`config.mk`:
```
export PLATFORM = sky130hd
export DESIGN_NAME = light_key_threshold_detect
export DESIGN_NICKNAME = d
export VERILOG_FILES = /design/src/rtl/lktd_pkg.sv /design/src/rtl/lktd_thresh_mem.sv /design/src/rtl/lktd_hit_track.sv /design/src/rtl/light_key_threshold_detect.sv
export SDC_FILE = /design/constraint.sdc
export NUM_CORES = 1
export LEC_CHECK = 0
export BUFFER_PORTS_ARGS = -buffer_cell sky130_fd_sc_hd__buf_4
export CAP_MARGIN = 20
export CORE_MARGIN = 3
export CORE_UTILIZATION = 45
export CTS_BUF_LIST = sky130_fd_sc_hd__clkbuf_8
export DETAILED_ROUTE_END_ITERATION = 8
export GPL_TIMING_DRIVEN = 0
export PLACE_DENSITY = 0.67
export SLEW_MARGIN = 20
export SYNTH_ARGS = -nofsm -noshare
export SYNTH_HDL_FRONTEND = slang
export SYNTH_SLANG_ARGS = --single-unit
```
`constraint.sdc`:
```
create_clock -name clk -period 3.2 [get_ports clk]
set_input_delay 0.16 -clock clk [delete_from_list [all_inputs] [get_ports clk]]
set_output_delay 0.16 -clock clk [all_outputs]
set_load 0.01 [all_outputs]
```
`src/rtl/lktd_pkg.sv`:
```
// Shared types and constants for the light-key threshold detector.
package lktd_pkg;

	localparam int NUM_CHANNELS_DEF = 8;
	localparam int SAMPLE_BITS      = 12;
	localparam int SMP_W            = 12;
	localparam int TH_W             = SMP_W + 1;
	localparam int CNT_W            = 4;
	localparam int CH_FIELD_W       = 3;
	localparam int KEY_BITS         = 8;
	localparam int CFG_DATA_W       = 12;
	localparam int CFG_IDX_W        = 2;

	localparam logic [SMP_W-1:0] SAMPLE_MASK    = SMP_W'((1 << SAMPLE_BITS) - 1);
	localparam logic [SMP_W-1:0] OFFSET_RESET   = 12'd200;
	localparam logic [CNT_W-1:0] WINDOW_RESET   = 4'd10;
	localparam logic [CNT_W-1:0] MINHITS_RESET  = 4'd10;
	localparam logic [CNT_W-1:0] COUNT_MAX      = 4'd15;

	localparam logic [CFG_IDX_W-1:0] REG_AMBIENT_OFFSET = 2'd0;
	localparam logic [CFG_IDX_W-1:0] REG_WINDOW_LEN     = 2'd1;
	localparam logic [CFG_IDX_W-1:0] REG_MIN_HITS       = 2'd2;

	localparam logic CMD_CAL = 1'b0;
	localparam logic CMD_DET = 1'b1;

	typedef struct packed {
		logic                  last;
		logic [CH_FIELD_W-1:0] channel;
		logic [SMP_W-1:0]      sample;
	} det_item_t;

endpackage

```
`src/rtl/lktd_thresh_mem.sv`:
```
// Per-channel threshold memory with reset-cleared valid bits and registered read.
module lktd_thresh_mem #(
	parameter int DEPTH = lktd_pkg::NUM_CHANNELS_DEF,
	parameter int AW    = 3
) (
	input  logic                            clk,
	input  logic                            arst_n,
	input  logic                            rd_en,
	input  logic                            wr_en,
	input  logic [AW-1:0]                   addr,
	input  logic signed [lktd_pkg::TH_W-1:0] wr_data,
	output logic signed [lktd_pkg::TH_W-1:0] rd_data
);
	import lktd_pkg::*;

	logic signed [TH_W-1:0] mem [DEPTH];
	logic [DEPTH-1:0]       valid_q;
	logic signed [TH_W-1:0] rd_raw_q;
	logic                   rd_vld_q;

	always_ff @(posedge clk) begin
		if (wr_en) begin
			mem[addr] <= wr_data;
		end
		if (rd_en) begin
			rd_raw_q <= mem[addr];
		end
	end

	always_ff @(posedge clk or negedge arst_n) begin
		if (!arst_n) begin
			valid_q  <= '0;
			rd_vld_q <= 1'b0;
		end else begin
			if (wr_en) begin
				valid_q[addr] <= 1'b1;
			end
			if (rd_en) begin
				rd_vld_q <= valid_q[addr];
			end
		end
	end

	assign rd_data = rd_vld_q ? rd_raw_q : '0;

endmodule

```
`src/rtl/lktd_hit_track.sv`:
```
// Hit counters, sweep counter and key mask evaluation for detection words.
module lktd_hit_track #(
	parameter int NUM_CHANNELS = lktd_pkg::NUM_CHANNELS_DEF,
	parameter int AW           = 3
) (
	input  logic                               clk,
	input  logic                               arst_n,
	input  logic                               valid,
	input  logic                               step,
	input  lktd_pkg::det_item_t                item,
	input  logic signed [lktd_pkg::TH_W-1:0]    threshold,
	input  logic [lktd_pkg::CNT_W-1:0]          window_len,
	input  logic [lktd_pkg::CNT_W-1:0]          min_hits,
	output logic                               emit,
	output logic [lktd_pkg::KEY_BITS-1:0]       key_mask
);
	import lktd_pkg::*;

	logic [CNT_W-1:0] cnt_q    [NUM_CHANNELS];
	logic [CNT_W-1:0] cnt_next [NUM_CHANNELS];
	logic [CNT_W-1:0] sweep_q;
	logic [CNT_W-1:0] sweep_next;
	logic [CNT_W-1:0] need;
	logic [AW-1:0]    ch_idx;
	logic             hit;

	assign ch_idx = AW'({{(8 - CH_FIELD_W){1'b0}}, item.channel});
	assign hit    = $signed({1'b0, item.sample}) < threshold;

	always_comb begin
		for (int i = 0; i < NUM_CHANNELS; i++) begin
			cnt_next[i] = cnt_q[i];
			if (ch_idx == AW'(i) && hit && cnt_q[i] != COUNT_MAX) begin
				cnt_next[i] = cnt_q[i] + 1'b1;
			end
		end
	end

	assign sweep_next = (sweep_q != COUNT_MAX) ? sweep_q + 1'b1 : sweep_q;
	assign need       = (window_len == '0) ? CNT_W'(1) : window_len;
	assign emit       = valid && item.last && (sweep_next >= need);

	generate
		for (genvar i = 0; i < KEY_BITS; i++) begin : g_mask
			if (i < NUM_CHANNELS) begin : g_on
				assign key_mask[i] = cnt_next[i] >= min_hits;
			end else begin : g_off
				assign key_mask[i] = 1'b0;
			end
		end
	endgenerate

	always_ff @(posedge clk or negedge arst_n) begin
		if (!arst_n) begin
			sweep_q <= '0;
			for (int i = 0; i < NUM_CHANNELS; i++) begin
				cnt_q[i] <= '0;
			end
		end else if (step) begin
			if (emit) begin
				sweep_q <= '0;
				for (int i = 0; i < NUM_CHANNELS; i++) begin
					cnt_q[i] <= '0;
				end
			end else begin
				if (item.last) begin
					sweep_q <= sweep_next;
				end
				for (int i = 0; i < NUM_CHANNELS; i++) begin
					cnt_q[i] <= cnt_next[i];
				end
			end
		end
	end

endmodule

```
`src/rtl/light_key_threshold_detect.sv`:
```
// Top level of the light-key threshold detector: input stage, config registers, output register.
//
// Input words arrive on s_tvalid/s_tready/s_tdata/s_tuser. s_tuser[0] is the
// command (0 calibrate, 1 detect), s_tuser[3:1] the channel; s_tdata[11:0]
// the converter sample. A calibration word writes the channel's threshold
// (sample minus ambient_offset) into the threshold memory in the cycle it is
// accepted. A detection word reads that memory in the accept cycle; in the
// compare stage that follows, the block compares, updates the hit counter
// and, on the last channel, the sweep counter. When a window closes, the key
// mask is loaded into the output register as the closing word leaves the
// compare stage and is shown on m_tdata[7:0] at once, raising m_tvalid.
// One word is accepted per cycle while s_tready is high; the threshold memory
// takes one read or one write per cycle. While m_tvalid is held by a stalled
// receiver, words that close no window keep flowing; a word that closes
// another window waits in the compare stage and s_tready drops until the
// output register frees. Reset clears counters, threshold valid bits and the
// config registers to their defaults (offset 200, window 10 sweeps, 10 hits).
// Config writes on cfg_we/cfg_index/cfg_data are registered; index 3 is ignored.
module light_key_threshold_detect #(
	parameter int NUM_CHANNELS = lktd_pkg::NUM_CHANNELS_DEF
) (
	input  logic                                clk,
	input  logic                                arst_n,
	input  logic                                s_tvalid,
	output logic                                s_tready,
	input  logic [15:0]                         s_tdata,  // sample[11:0], zero pad
	input  logic [3:0]                          s_tuser,  // cmd[0], channel[3:1]
	output logic                                m_tvalid,
	input  logic                                m_tready,
	output logic [7:0]                          m_tdata,  // key_mask[7:0]
	input  logic                                cfg_we,
	input  logic [lktd_pkg::CFG_IDX_W-1:0]       cfg_index,
	input  logic [lktd_pkg::CFG_DATA_W-1:0]      cfg_data
);
	import lktd_pkg::*;

	localparam int AW = (NUM_CHANNELS > 1) ? $clog2(NUM_CHANNELS) : 1;

	logic [SMP_W-1:0]       offset_q;
	logic [CNT_W-1:0]       window_q;
	logic [CNT_W-1:0]       min_hits_q;

	logic                   in_cmd;
	logic [CH_FIELD_W-1:0]  in_ch;
	logic [SMP_W-1:0]       in_smp;
	logic [7:0]             ch_ext;
	logic                   in_range;
	logic                   accept;
	logic [AW-1:0]          addr;
	logic signed [TH_W-1:0] th_wr;
	logic signed [TH_W-1:0] th_rd;

	logic                   valid_s1;
	det_item_t              item_s1;
	det_item_t              item_in;
	logic                   emit;
	logic                   go_s1;
	logic [KEY_BITS-1:0]    mask;

	logic                   out_valid_q;
	logic [KEY_BITS-1:0]    out_mask_q;

	assign in_cmd   = s_tuser[0];
	assign in_ch    = s_tuser[3:1];
	assign in_smp   = s_tdata[SMP_W-1:0] & SAMPLE_MASK;
	assign ch_ext   = {{(8 - CH_FIELD_W){1'b0}}, in_ch};
	assign in_range = ch_ext < 8'(NUM_CHANNELS);
	assign addr     = AW'(ch_ext);
	assign th_wr    = $signed({1'b0, in_smp}) - $signed({1'b0, offset_q});

	assign item_in.last    = (ch_ext == 8'(NUM_CHANNELS - 1));
	assign item_in.channel = in_ch;
	assign item_in.sample  = in_smp;

	assign go_s1    = valid_s1 && (!emit || !out_valid_q || m_tready);
	assign s_tready = !valid_s1 || go_s1;
	assign accept   = s_tvalid && s_tready;

	always_ff @(posedge clk or negedge arst_n) begin
		if (!arst_n) begin
			offset_q   <= OFFSET_RESET;
			window_q   <= WINDOW_RESET;
			min_hits_q <= MINHITS_RESET;
		end else if (cfg_we) begin
			case (cfg_index)
				REG_AMBIENT_OFFSET: offset_q   <= cfg_data[SMP_W-1:0];
				REG_WINDOW_LEN:     window_q   <= cfg_data[CNT_W-1:0];
				REG_MIN_HITS:       min_hits_q <= cfg_data[CNT_W-1:0];
				default: ;
			endcase
		end
	end

	lktd_thresh_mem #(
		.DEPTH (NUM_CHANNELS),
		.AW    (AW)
	) u_thresh_mem (
		.clk     (clk),
		.arst_n  (arst_n),
		.rd_en   (accept && in_range && in_cmd == CMD_DET),
		.wr_en   (accept && in_range && in_cmd == CMD_CAL),
		.addr    (addr),
		.wr_data (th_wr),
		.rd_data (th_rd)
	);

	always_ff @(posedge clk) begin
		if (accept) begin
			item_s1 <= item_in;
		end
	end

	always_ff @(posedge clk or negedge arst_n) begin
		if (!arst_n) begin
			valid_s1 <= 1'b0;
		end else if (s_tready) begin
			valid_s1 <= accept && in_range && in_cmd == CMD_DET;
		end
	end

	lktd_hit_track #(
		.NUM_CHANNELS (NUM_CHANNELS),
		.AW           (AW)
	) u_hit_track (
		.clk        (clk),
		.arst_n     (arst_n),
		.valid      (valid_s1),
		.step       (go_s1),
		.item       (item_s1),
		.threshold  (th_rd),
		.window_len (window_q),
		.min_hits   (min_hits_q),
		.emit       (emit),
		.key_mask   (mask)
	);

	always_ff @(posedge clk) begin
		if (go_s1 && emit) begin
			out_mask_q <= mask;
		end
	end

	always_ff @(posedge clk or negedge arst_n) begin
		if (!arst_n) begin
			out_valid_q <= 1'b0;
		end else if (go_s1 && emit) begin
			out_valid_q <= 1'b1;
		end else if (m_tready) begin
			out_valid_q <= 1'b0;
		end
	end

	assign m_tvalid = out_valid_q;
	assign m_tdata  = out_mask_q;

endmodule

```
==> out/metrics.yaml, run 1 <==
timing:
  period_minus_slack_ns: 3.259
  fin_crit_sh: 1.018
  grt_setup_unrepaired: "true"
  skew_ns: 0.03733
  finalHoldViolCount: 0
  setup_viol: 3
  slew_headroom: 0.4050
  drv_slew: 0
  max_freq_mhz: 306.9
  worst_slack_ns: -0.05885
  tightest_slew_ns: 0.8925
worst_setup_path:
  critPathMaxFanout: 5
  crit_family: "simple AND/OR/NAND/NOR gates"
  r2r-start: "u_thresh_mem.rd_vld_q"
  cp.required_ns: 3.48
  cp-startpoint: "u_thresh_mem.rd_vld_q"
  r2r_setup_slack_ns: -0.06
  cp.depth: 16
  cpPeakStageDelay_ns: 0.43
  r2r-end: "m_tdata[1]"
  r2r.worst_path.cells: 16
  cp_num_buf_inv: 2
  crit_chain: "buf_8, nand2_1, ha_4, nand2_2, nor4_4, o41ai_4, o2111ai_4, buf_12, nor2_4, xnor2_2, ha_1, nand2b_4, a21oi_2, nor2b_1, o21ai_1, nand2b_1"
  crit_end: "m_tdata[1]"
  arrival_ns: 3.54
  criticalPathCategory: "reg -> reg"
  cp-start-kind: "flop"
  cp-end-kind: "flop"
  cp_slowest_cell: "dfrtp_2"
die:
  core_um2: 23050
  dieHeight_um: 160.4
  start_util: 0.4651
  fp.dieW_um: 160.4
  io_pins: 49
  fp-row-count: 55
  die_area_um2: 25720
layout:
  nNetsFinal: 1126
  final_util: 0.5796
  diodes: 0
  fin_cells: 1359
  drive_above_1_share: 0.2572
  syn2layout_area_growth_pct: 24.61
clocking:
  clock-sinks: 208
  htreeDepth: 2
  numCtsBuffers: 37
  clock_latency_ns: 0.56
  ctsRootBufferMaster: "clkbuf_8"
  cts_tree: "done"
  clk_pin_slew_ns: 0.06
  clock_path_buffers: 3
grt:
  track_usage: 0.2128
  grt_antenna_before_repair: 0
  gr-total-overflow: 0
  grtUsageMet2: 0.3398
  use_met1: 0.2878
  met3_usage: 0.03663
  grt_max_degree: 68
  busiest_layer: "met2"
  grt_pass1_wl_um: 42890
  grt_pass1_vias: 7794
placed_design:
  dp_hpwl_um: 17060
  placed_cells: 1236
  place_ws_ns: -0.8021
  gp_congestion: 0.8398
  numPortBuffers: 44
pwr:
  leakagePower_nw: 5.060
  finalPower_w: 0.009036
  max-vdd-ir-drop_mv: 0.4271
  p_per_area_nw_per_um2: 676.3
detailed_routing:
  drc: 0
  via_per_inst: 5.810
  dr.pass1.iters: 5
  vias: 7896
  drtIter0Drc: 618
  totalWireLength_um: 27620
  drtAntennaViolNets: 0
  wl_per_cell_um: 20.33
logic_synthesis:
  yosysUniqueCellTypes: 64
  syn_inst: 879
  syn_nets: 987
  synth-seq-cells: 208
  seq_area_frac_synth: 0.5520
  synth_async_sr_flop_share: 0.3221
  syn-mean-instance-area_um2: 12.20
  ys.flop_type: "edfxtp_1"
  yosysWarnings: 0
  synth-edff-count: 141
  netlist_area_um2: 10720
worst_hold_path:
  hold_path.class: "in -> reg"
run_status:
  violations: "setup timing"
  status: "complete, but fails checks"
run:
  drv_cap: 0
[cells in the final DEF (no fill, tap or decap), types with 20 or more instances in the layout]
cell type	instances
nand2b_1	21
edfxtp_1	141
xnor2_1	20
a31oi_1	26
buf_4	58
nand2_1	79
ha_1	58
clkbuf_1	20
o21ai_0	41
nand3_1	23
clkbuf_8	40
mux2_2	21
dlygate4sd3_1	31
dfrtp_1	59
inv_1	41
[registers in the layout, summed over array words and instances (netlist names)]
name	cells
m_tdata	8
u_thresh_mem.rd_vld_q	1
u_thresh_mem.rd_raw_q	13
min_hits_q	4
m_tvalid	1
u_hit_track.sweep_q	4
u_thresh_mem.mem	104
window_q	4
u_hit_track.cnt_q	32
u_thresh_mem.valid_q	8
item_s1	16
valid_s1	1
offset_q	12
[worst reg2reg max path: stages (launching register included)]
cell       delay (ns)
dfrtp_2          0.43
buf_8            0.14
nand2_1          0.09
ha_4             0.28
nand2_2          0.06
nor4_4           0.33
o41ai_4          0.20
o2111ai_4        0.28
buf_12           0.17
nor2_4           0.05
xnor2_2          0.12
ha_1             0.29
nand2b_4         0.15
a21oi_2          0.14
nor2b_1          0.05
o21ai_1          0.11
nand2b_1         0.10
[kinds of logic (layout without fill, tap and decap cells)]
| group | Yosys count | in the layout | synth area share |
|---|---|---|---|
| fa+ha+maj | 69 | 69 | 0.08121 |
| compound gates | 207 | 207 | 0.1326 |
| xor+xnor | 34 | 34 | 0.02777 |
| buf+inv | 79 | 243 | 0.02975 |
| simple gates | 230 | 233 | 0.1096 |
| flops | 208 | 208 | 0.5520 |
| mux | 52 | 52 | 0.06709 |
[how the worst min path moves through the flow]
stage	slack, ns	endpoint	startpoint	cells past startpoint
detailed placement	0.35	u_hit_track.cnt_q[13]	arst_n	1
global placement	0.34	u_hit_track.cnt_q[13]	arst_n	1
finish	0.03	offset_q[1]	cfg_index[0]	4
floorplan	-0.14	m_tvalid	arst_n	0
CTS	0.01	offset_q[1]	cfg_index[0]	4
global route	0.05	offset_q[1]	cfg_index[0]	4
[what timing repair did]
item | CTS | global route
pin swaps | 26 | 18
endpoints found under the setup margin | 176 | 59
gates cloned | 4 | 1
gates resized for setup | 79 | 35
endpoints found under the hold margin | 96 | 0
buffers inserted | 18 | 4
hold buffers | 31 | 0
[where the power goes]
group          internal (W)  switching [W]
registers           0.00338       0.000309
clock network       0.00142        0.00118
logic               0.00121        0.00153
[metal layers]
metal | up-vias | wire, µm
li1 | 3650 | -
met1 | 3880 | 12000
met2 | 301 | 12800
met3 | 65 | 1834
met4 | 0 | 991
met5 | - | 0
[cells in the mapped netlist, types with 3 or more instances]
cell / number / area share
a211oi_1: 8 / 0.0056
a21o_1: 6 / 0.0042
a21oi_1: 29 / 0.014
a22oi_1: 6 / 0.0042
a31o_2: 14 / 0.011
a31oi_1: 27 / 0.016
a32o_1: 3 / 0.0028
a32oi_1: 8 / 0.0065
a41o_1: 3 / 0.0028
and2_1: 4 / 0.0023
and3_1: 8 / 0.0047
buf_1: 4 / 0.0014
buf_2: 15 / 0.0070
clkbuf_1: 23 / 0.0081
dfrtp_1: 60 / 0.14
dfstp_2: 7 / 0.017
edfxtp_1: 141 / 0.39
ha_1: 68 / 0.079
inv_1: 35 / 0.012
mux2_2: 29 / 0.030
mux2i_1: 10 / 0.0093
mux4_2: 13 / 0.027
nand2_1: 84 / 0.029
nand2b_1: 23 / 0.013
nand3_1: 25 / 0.012
nand3b_1: 4 / 0.0028
nand4_1: 13 / 0.0076
nand4b_1: 8 / 0.0065
nor2_1: 25 / 0.0088
nor2b_1: 16 / 0.0093
nor3_1: 8 / 0.0037
nor3_2: 4 / 0.0037
o211ai_1: 19 / 0.013
o21a_1: 4 / 0.0028
o21ai_0: 50 / 0.023
o311ai_1: 8 / 0.0065
xnor2_1: 24 / 0.020
xor2_1: 10 / 0.0082
[area by class of cell]
class | instances | area, µm²
repair buffers | 98 | 933.4
inverters | 36 | 137.6
well taps | 313 | 391.6
clock inverters | 27 | 225.2
plain buffers | 42 | 226.5
multi-input cells | 595 | 4976
flip-flops and latches | 208 | 5921
fillers | 1806 | 9692
clock buffers | 40 | 550.5
[per-stage QoR]
step	instance area [µm²]	setup TNS, ns	hold WS, ns
after floorplan	10750	0	-0.1356
after CTS	13140	-0.2201	0.01078
after global routing	13360	-1.036	0.04651
after global placement	11470	-78.06	0.3437
after detailed placement	11480	-86.33	0.3452
final	13360	-0.1075	0.03166
Note: power is estimated with default switching activity, not from simulation.
==> run 2, diff against run 1 <==
--- a/config.mk
+++ b/config.mk
@@ -7,6 +7,7 @@
 export LEC_CHECK = 0
 export BUFFER_PORTS_ARGS = -buffer_cell sky130_fd_sc_hd__buf_4
 export CAP_MARGIN = 20
+export CORE_ASPECT_RATIO = 0.75
 export CORE_MARGIN = 3
 export CORE_UTILIZATION = 45
 export CTS_BUF_LIST = sky130_fd_sc_hd__clkbuf_8
==> out/metrics.yaml, run 2 (same netlist as run 1, synthesis figures left out) <==
placed_design:
  placed_cells: 1223  # was 1,236
  gp_congestion: 0.8463  # was 0.8398
  numPortBuffers: 44  # unchanged
  dp_hpwl_um: 18390  # was 17,060 µm
layout:
  largest_reg_flops: 104  # unchanged
  nNetsFinal: 1141  # was 1,126
  drive_above_1_share: 0.2883  # was 0.2572
  syn2layout_area_growth_pct: 26.44  # was 24.61%
  layout_commonest_cell: "edfxtp_1"  # unchanged
  fin_cells: 1358  # was 1,359
  diodes: 0  # unchanged
  regMostFlops: "u_thresh_mem.mem"  # unchanged
  largest_registers: "u_thresh_mem.mem (104), u_hit_track.cnt_q (32), item_s1 (16)"  # unchanged
  layout_common_cells: "edfxtp_1, nand2_1, buf_4"  # was edfxtp_1, nand2_1, dfrtp_1
detailed_routing:
  totalWireLength_um: 29450  # was 27,620 µm
  wl_per_cell_um: 21.69  # was 20.33 µm
  drtAntennaViolNets: 0  # unchanged
  vias: 8072  # was 7,896
  via_per_inst: 5.944  # was 5.810
  drc: 0  # unchanged
  dr.pass1.iters: 5  # unchanged
  drtIter0Drc: 745  # was 618
timing:
  setup_viol: 4  # was 3
  max_freq_mhz: 309.3  # was 306.9 MHz
  drv_slew: 0  # unchanged
  skew_ns: 0.009862  # was 0.03733 ns
  slew_headroom: 0.3255  # was 0.4050
  fin_crit_sh: 1.010  # was 1.018
  period_minus_slack_ns: 3.233  # was 3.259 ns
  worst_slack_ns: -0.03285  # was -0.05885 ns
  grt_setup_unrepaired: "true"  # unchanged
  finalHoldViolCount: 0  # unchanged
  tightest_slew_ns: 1.005  # was 0.8925 ns
clocking:
  numCtsBuffers: 35  # was 37
  htreeDepth: 2  # unchanged
  clock_path_buffers: 3  # unchanged
  clk_pin_slew_ns: 0.06  # about the same
  clock-sinks: 208  # unchanged
  clock_latency_ns: 0.52  # was 0.56 ns
  cts_tree: "done"  # unchanged
  ctsRootBufferMaster: "clkbuf_8"  # unchanged
worst_setup_path:
  cp.required_ns: 3.46  # was 3.48 ns
  critPathMaxFanout: 6  # was 5
  cp-start-kind: "flop"  # unchanged
  cp-end-kind: "flop"  # unchanged
  criticalPathCategory: "reg -> reg"  # unchanged
  arrival_ns: 3.49  # was 3.54 ns
  r2r_setup_slack_ns: -0.03  # was -0.06 ns
die:
  die_area_um2: 25740  # was 25,720 µm²
  core_um2: 23240  # was 23,050 µm²
  dieHeight_um: 139.7  # was 160.4 µm
  io_pins: 49  # unchanged
  fp.dieW_um: 184.2  # was 160.4 µm
  start_util: 0.4613  # was 0.4651
  fp-row-count: 48  # was 55
grt:
  gr-total-overflow: 0  # unchanged
  grt_pass1_vias: 8033  # was 7,794
  track_usage: 0.2289  # was 0.2128
  grt_pass1_wl_um: 45550  # was 42,890 µm
  grt_antenna_before_repair: 1  # was 0
  grt_max_degree: 68  # unchanged
pwr:
  leakagePower_nw: 5.143  # was 5.060 nW
  power_frac_seq: 0.410  # was 0.408
  p_per_area_nw_per_um2: 665.0  # was 676.3 nW/µm²
  internal_power_w: 0.005974  # was 0.006012 W
  comb_power_share: 0.329  # was 0.304
  finalPower_w: 0.009016  # was 0.009036 W
  swShare: 0.3374  # was 0.3347
  clockPowerShare: 0.261  # was 0.288
  switchingPower_w: 0.003042  # was 0.003025 W
  max-vdd-ir-drop_mv: 0.4666  # was 0.4271 mV
run_status:
  violations: "setup timing"  # unchanged
  status: "complete, but fails checks"  # unchanged
run:
  drv_cap: 0  # unchanged
worst_hold_path:
  hold_path.class: "in -> reg"  # unchanged
-- run 2: cell types whose count changed in the layout (fill, tap and decap cells not counted), moves of 4 or more --
| cell | previous run | this run |
|---|---|---|
| nand2b_4 | 1 | 5 |
| nor3_2 | 2 | 6 |
| xnor2_2 | 4 | 8 |
| xnor2_1 | 20 | 16 |
| nand2b_1 | 21 | 17 |
| nand3_1 | 23 | 19 |
| buf_4 | 58 | 75 |
| and3_4 | 5 | 9 |
| clkinv_2 | 6 | 2 |
-- run 2: power by group through the flow --
stage / registers (W) / clock network (W) / logic [W]
final: 0.00369 / 0.00236 / 0.00297
after global routing: 0.00373 / 0.00252 / 0.00326
after CTS: 0.00367 / 0.00238 / 0.00267
after detailed placement: 0.00372 / 0 / 0.00222
after global placement: 0.00371 / 0 / 0.00217
after floorplan: 0.00364 / 0 / 0.00160
-- run 2: final timing paths --
| kind | cells past startpoint | from | to |
|---|---|---|---|
| setup / recovery | 16 | u_thresh_mem.rd_vld_q | m_tdata[7] |
| hold / removal | 4 | cfg_index[1] | offset_q[1] |
| setup reg to reg | 16 | u_thresh_mem.rd_vld_q | m_tdata[7] |
| hold reg to reg | 1 | u_thresh_mem.valid_q[7] | u_thresh_mem.valid_q[7] |
| max in group asynchronous | 2 | arst_n | u_thresh_mem.rd_vld_q |
| min in group asynchronous | 2 | arst_n | u_hit_track.cnt_q[21] |
-- run 2: final cells by class --
type	count	area, µm²
buffer	42	239.0
clock buffer	42	578.1
clock inverter	20	112.6
fill	1798	9684
inverter	36	135.1
multi-input combinational	596	5152
sequential	208	5921
tap	300	375.4
timing repair buffer	114	1045
-- run 2: timing repair --
action                                  in CTS  in global routing
endpoints found under the setup margin     176                 70
hold endpoints to repair                    96                  0
pin swaps                                   32                 22
gates cloned                                 7                  0
setup buffers                               24                 11
hold buffers                                32                  0
resized for setup                           95                 51
-- run 2: critical path, stage by stage (launching register included) --
cell	delay, ns
dfrtp_2	0.42
buf_6	0.15
nand2_4	0.05
ha_4	0.27
nand2_4	0.06
nor4_4	0.33
o41ai_4	0.16
buf_4	0.18
buf_6	0.11
o2111a_1	0.25
buf_6	0.15
nand3_1	0.13
xnor2_1	0.13
ha_1	0.24
nor2b_1	0.13
o21ai_1	0.12
nand2b_1	0.09
-- run 2: metal layers --
metal | vias to the layer above | global-route usage | part of all wire
met1 | 3939 | 0.3491 | 0.46
met3 | 38 | 0.05879 | 0.10
li1 | 3694 | - | -
met4 | 0 | 0.05368 | 0.013
met2 | 401 | 0.3279 | 0.43
met5 | - | 0 | 0
-- run 2: per-stage QoR --
step                instance area (µm²)   TNS, ns    util  hold WS, ns  worst slack [ns]
floorplan                         10750         0       -      -0.1356           0.02663
global placement                  11450    -61.36  0.4927       0.3512           -0.6814
detailed placement                11460    -64.12  0.4931       0.3431           -0.6132
CTS                               13250   -0.5466  0.5701     0.003816           -0.1423
global route                      13560    -1.039  0.5833      0.09320           -0.1901
finish                            13560  -0.07754  0.5833      0.02674          -0.03285
==> run 3, diff against run 2 <==
--- a/config.mk
+++ b/config.mk
@@ -17,4 +17,5 @@
 export SLEW_MARGIN = 20
 export SYNTH_ARGS = -nofsm -noshare
 export SYNTH_HDL_FRONTEND = slang
+export SYNTH_HIERARCHICAL = 1
 export SYNTH_SLANG_ARGS = --single-unit
==> constraint.sdc (replaced) <==
create_clock -name clk -period 2.6 [get_ports clk]
set_input_delay 0.13 -clock clk [delete_from_list [all_inputs] [get_ports clk]]
set_output_delay 0.13 -clock clk [all_outputs]
set_load 0.01 [all_outputs]
==> out/metrics.yaml, run 3 <==
clocking:
  cts_tree: "done"  # unchanged
  ctsRootBufferMaster: "clkbuf_8"  # unchanged
  clock-sinks: 208  # unchanged
  htreeDepth: 2  # unchanged
  numCtsBuffers: 36  # was 35
  clock_path_buffers: 3  # unchanged
  clock_latency_ns: 0.54  # was 0.52 ns
  clk_pin_slew_ns: 0.06  # about the same
layout:
  drive_above_1_share: 0.3435  # was 0.2883
  largest_registers: "u_thresh_mem/mem (104), u_hit_track/cnt_q (32), item_s1 (16)"  # was u_thresh_mem.mem (104), u_hit_track.cnt_q (32), item_s1 (16)
  nFillCells: 1857  # was 1,798
  nNetsFinal: 1265  # was 1,141
  multiInputGateArea_um2: 6147  # was 5152 µm²
  seqCellArea_um2: 5922  # was 5921 µm²
  layout_common_cells: "edfxtp_1, buf_4, inv_1, dfrtp_1, ha_1"  # was edfxtp_1, nand2_1, buf_4
  largest_reg_flops: 104  # unchanged
  fin_cells: 1514  # was 1,358
  syn2layout_area_growth_pct: 35.25  # was 26.44%
  layout_commonest_cell: "edfxtp_1"  # unchanged
  regMostFlops: "u_thresh_mem/mem"  # was u_thresh_mem.mem
  fin_area_um2: 15360  # was 13,560 µm²
pwr:
  max-vdd-ir-drop_mv: 0.4208  # was 0.4666 mV
  p_per_area_nw_per_um2: 639.8  # was 665.0 nW/µm²
  leakagePower_nw: 5.901  # was 5.143 nW
  finalPower_w: 0.009829  # was 0.009016 W
logic_synthesis:
  yosysTopAreaCell: "edfxtp_1"  # unchanged
  netlist_top_cells_count: "edfxtp_1, ha_1, dfrtp_1"  # was edfxtp_1, nand2_1, ha_1
  synth.area.top_cells: "edfxtp_1, dfrtp_1, ha_1, mux2_1, nand2b_1"  # was edfxtp_1, dfrtp_1, ha_1, mux2_2, nand2_1
  synth-edff-count: 141  # unchanged
  syn_inst: 947  # was 879
  synth-seq-cells: 208  # unchanged
  synth_async_sr_flop_share: 0.3221  # unchanged
  post-synth-top-count-cell: "edfxtp_1"  # unchanged
  syn_nets: 1055  # was 987
  yosysWarnings: 6  # was 0
  seq_area_frac_synth: 0.5212  # was 0.5520
  syn-mean-instance-area_um2: 11.99  # was 12.20 µm²
  netlist_area_um2: 11360  # was 10,720 µm²
  yosysUniqueCellTypes: 82  # was 64
  ys.flop_type: "edfxtp_1"  # unchanged
  synth_top_area_frac: 0.3728  # was 0.3949
detailed_routing:
  via_per_inst: 5.910  # was 5.944
  vias: 8947  # was 8,072
  wl_per_cell_um: 22.47  # was 21.69 µm
  dr.pass1.iters: 5  # unchanged
  drtIter0Drc: 1128  # was 745
  totalWireLength_um: 34020  # was 29,450 µm
  drc: 0  # unchanged
  drtAntennaViolNets: 0  # unchanged
timing:
  grt_setup_unrepaired: "true"  # unchanged
  fin_crit_sh: 1.247  # was 1.010
  max_freq_mhz: 308.5  # was 309.3 MHz
  skew_ns: 0.02341  # was 0.009862 ns
  tightest_slew_ns: 1.039  # was 1.005 ns
  worst_slack_ns: -0.6418  # was -0.03285 ns
  finalHoldViolCount: 0  # unchanged
  period_minus_slack_ns: 3.242  # was 3.233 ns
  slew_headroom: 0.3063  # was 0.3255
  setup_viol: 179  # was 4
  drv_slew: 0  # unchanged
worst_setup_path:
  cp.required_ns: 2.87  # was 3.46 ns
  r2r.worst_path.cells: 16  # unchanged
  criticalPathCategory: "reg -> reg"  # unchanged
  arrival_ns: 3.52  # was 3.49 ns
  cp-end-kind: "flop"  # unchanged
  r2r-end: "m_tdata[5]"  # was m_tdata[7]
  r2r-start: "u_thresh_mem/rd_vld_q"  # was u_thresh_mem.rd_vld_q
  cp-start-kind: "flop"  # unchanged
  r2r_setup_slack_ns: -0.64  # was -0.03 ns
  critPathMaxFanout: 8  # was 6
worst_hold_path:
  hold_path_end: "m_tvalid"  # was offset_q[1]
  hold_depth: 3  # was 4
  hold_path.class: "in -> reg"  # unchanged
  min-delay-start: "m_tready"  # was cfg_index[1]
run_status:
  status: "complete, but fails checks"  # unchanged
  violations: "setup timing"  # unchanged
die:
  start_util: 0.4655  # was 0.4613
  die_area_um2: 27200  # was 25,740 µm²
  core_um2: 24400  # was 23,240 µm²
  fp-row-count: 49  # was 48
  dieHeight_um: 143.6  # was 139.7 µm
  io_pins: 49  # unchanged
  fp.dieW_um: 189.5  # was 184.2 µm
placed_design:
  gp_congestion: 0.9076  # was 0.8463
  dp_hpwl_um: 20830  # was 18,390 µm
  numPortBuffers: 44  # unchanged
  placed_cells: 1322  # was 1,223
  dpl-instance-area_um2: 12530  # was 11,460 µm²
grt:
  grt_pass1_wl_um: 51700  # was 45,550 µm
  gr-total-overflow: 0  # unchanged
  grt_antenna_before_repair: 0  # was 1
  track_usage: 0.2489  # was 0.2289
  grt_max_degree: 68  # unchanged
  grt_pass1_vias: 8803  # was 8,033
run:
  drv_cap: 0  # unchanged
-- run 3: changes by cell type in the layout (fill, tap and decap cells not counted), sizes merged, moves of 19 or more --
cell	change
nand2	-33
buf	+65
nand4	+19
a31oi	-26
a22oi	+19
inv	+20
-- run 3: critical path, stage by stage, from the launching register on --
cell and delay [ns]:
dfrtp_2 0.42, buf_8 0.13, and2_4 0.14, inv_2 0.04, ha_4 0.28, nand4b_4 0.17, a211oi_2 0.29, nand4_1 0.22
buf_8 0.22, buf_4 0.14, nand2_4 0.07, mux2_4 0.31, ha_4 0.22, a21oi_2 0.12, nor2b_1 0.05, o21ai_1 0.11
nand2b_1 0.06
-- run 3: final cells by class --
cell class                      instances  share of cell area
Multi-Input combinational cell        648              0.4001
Sequential cell                       208              0.3855
Timing Repair Buffer                  175              0.1128
Clock buffer                           37             0.03315
Tap cell                              331             0.02696
Buffer                                 40             0.02215
Inverter                               48             0.01205
Clock inverter                         26            0.007086
Antenna cell                            1           0.0001629
-- run 3: what timing repair did --
action | 4_1_cts | 5_1_grt
pin swaps | 72 | 67
endpoints found under the setup margin | 219 | 212
gates resized for setup | 115 | 102
gates cloned | 7 | 1
hold buffers | 34 | 0
hold endpoints to repair | 97 | 0
buffers inserted | 73 | 23
-- run 3: cell families after synthesis --
kind of cell | count (synthesis) | synth area share
and+or+nand+nor | 309 | 0.1642
DFF | 208 | 0.5212
AOI/OAI and AO/OA | 176 | 0.1158
buffers and inverters | 91 | 0.03569
adders and majority gates | 69 | 0.07667
muxes | 62 | 0.06180
xor gates and xnor gates | 32 | 0.02468
-- run 3: metal layers --
layer	wire (µm)	track usage	part of all wire
met5	0	0	0
met4	833	0.07504	0.024
met3	3512	0.07096	0.10
met2	13990	0.3517	0.41
met1	15680	0.3718	0.46
-- run 3: power by group --
group	leakage [nW]	internal, W	total, W	switching (W)
combinational	3.55	0.00134	0.00298	0.00165
clock	0.377	0.00132	0.00265	0.00133
sequential	1.97	0.00399	0.00420	0.000205
-- run 3: how the worst max path moves through the flow --
stage                           startpoint                endpoint  cells past startpoint
finish               u_thresh_mem/rd_vld_q              m_tdata[5]                     16
global route         u_thresh_mem/rd_vld_q              m_tdata[7]                     16
CTS                 u_hit_track/sweep_q[0]  u_thresh_mem/mem[1][3]                     17
detailed placement  u_hit_track/sweep_q[0]  u_thresh_mem/mem[0][7]                     14
global placement    u_hit_track/sweep_q[0]   u_hit_track/cnt_q[20]                     15
floorplan           u_hit_track/sweep_q[0]  u_thresh_mem/mem[0][0]                     14
-- run 3: through the flow --
stage          setup TNS, ns    util  setup WS [ns]  hold WS (ns)
2_1_floorplan         -82.36       -        -0.7778       -0.1656
5_1_grt              -100.43  0.6295        -0.7562       0.05628
6_report              -87.70  0.6296        -0.6418       0.07017
4_1_cts               -92.65  0.6082        -0.6403       0.01046
3_3_place_gp         -199.93  0.5131         -1.472        0.3242
3_5_place_dp         -204.76  0.5134         -1.485        0.3318
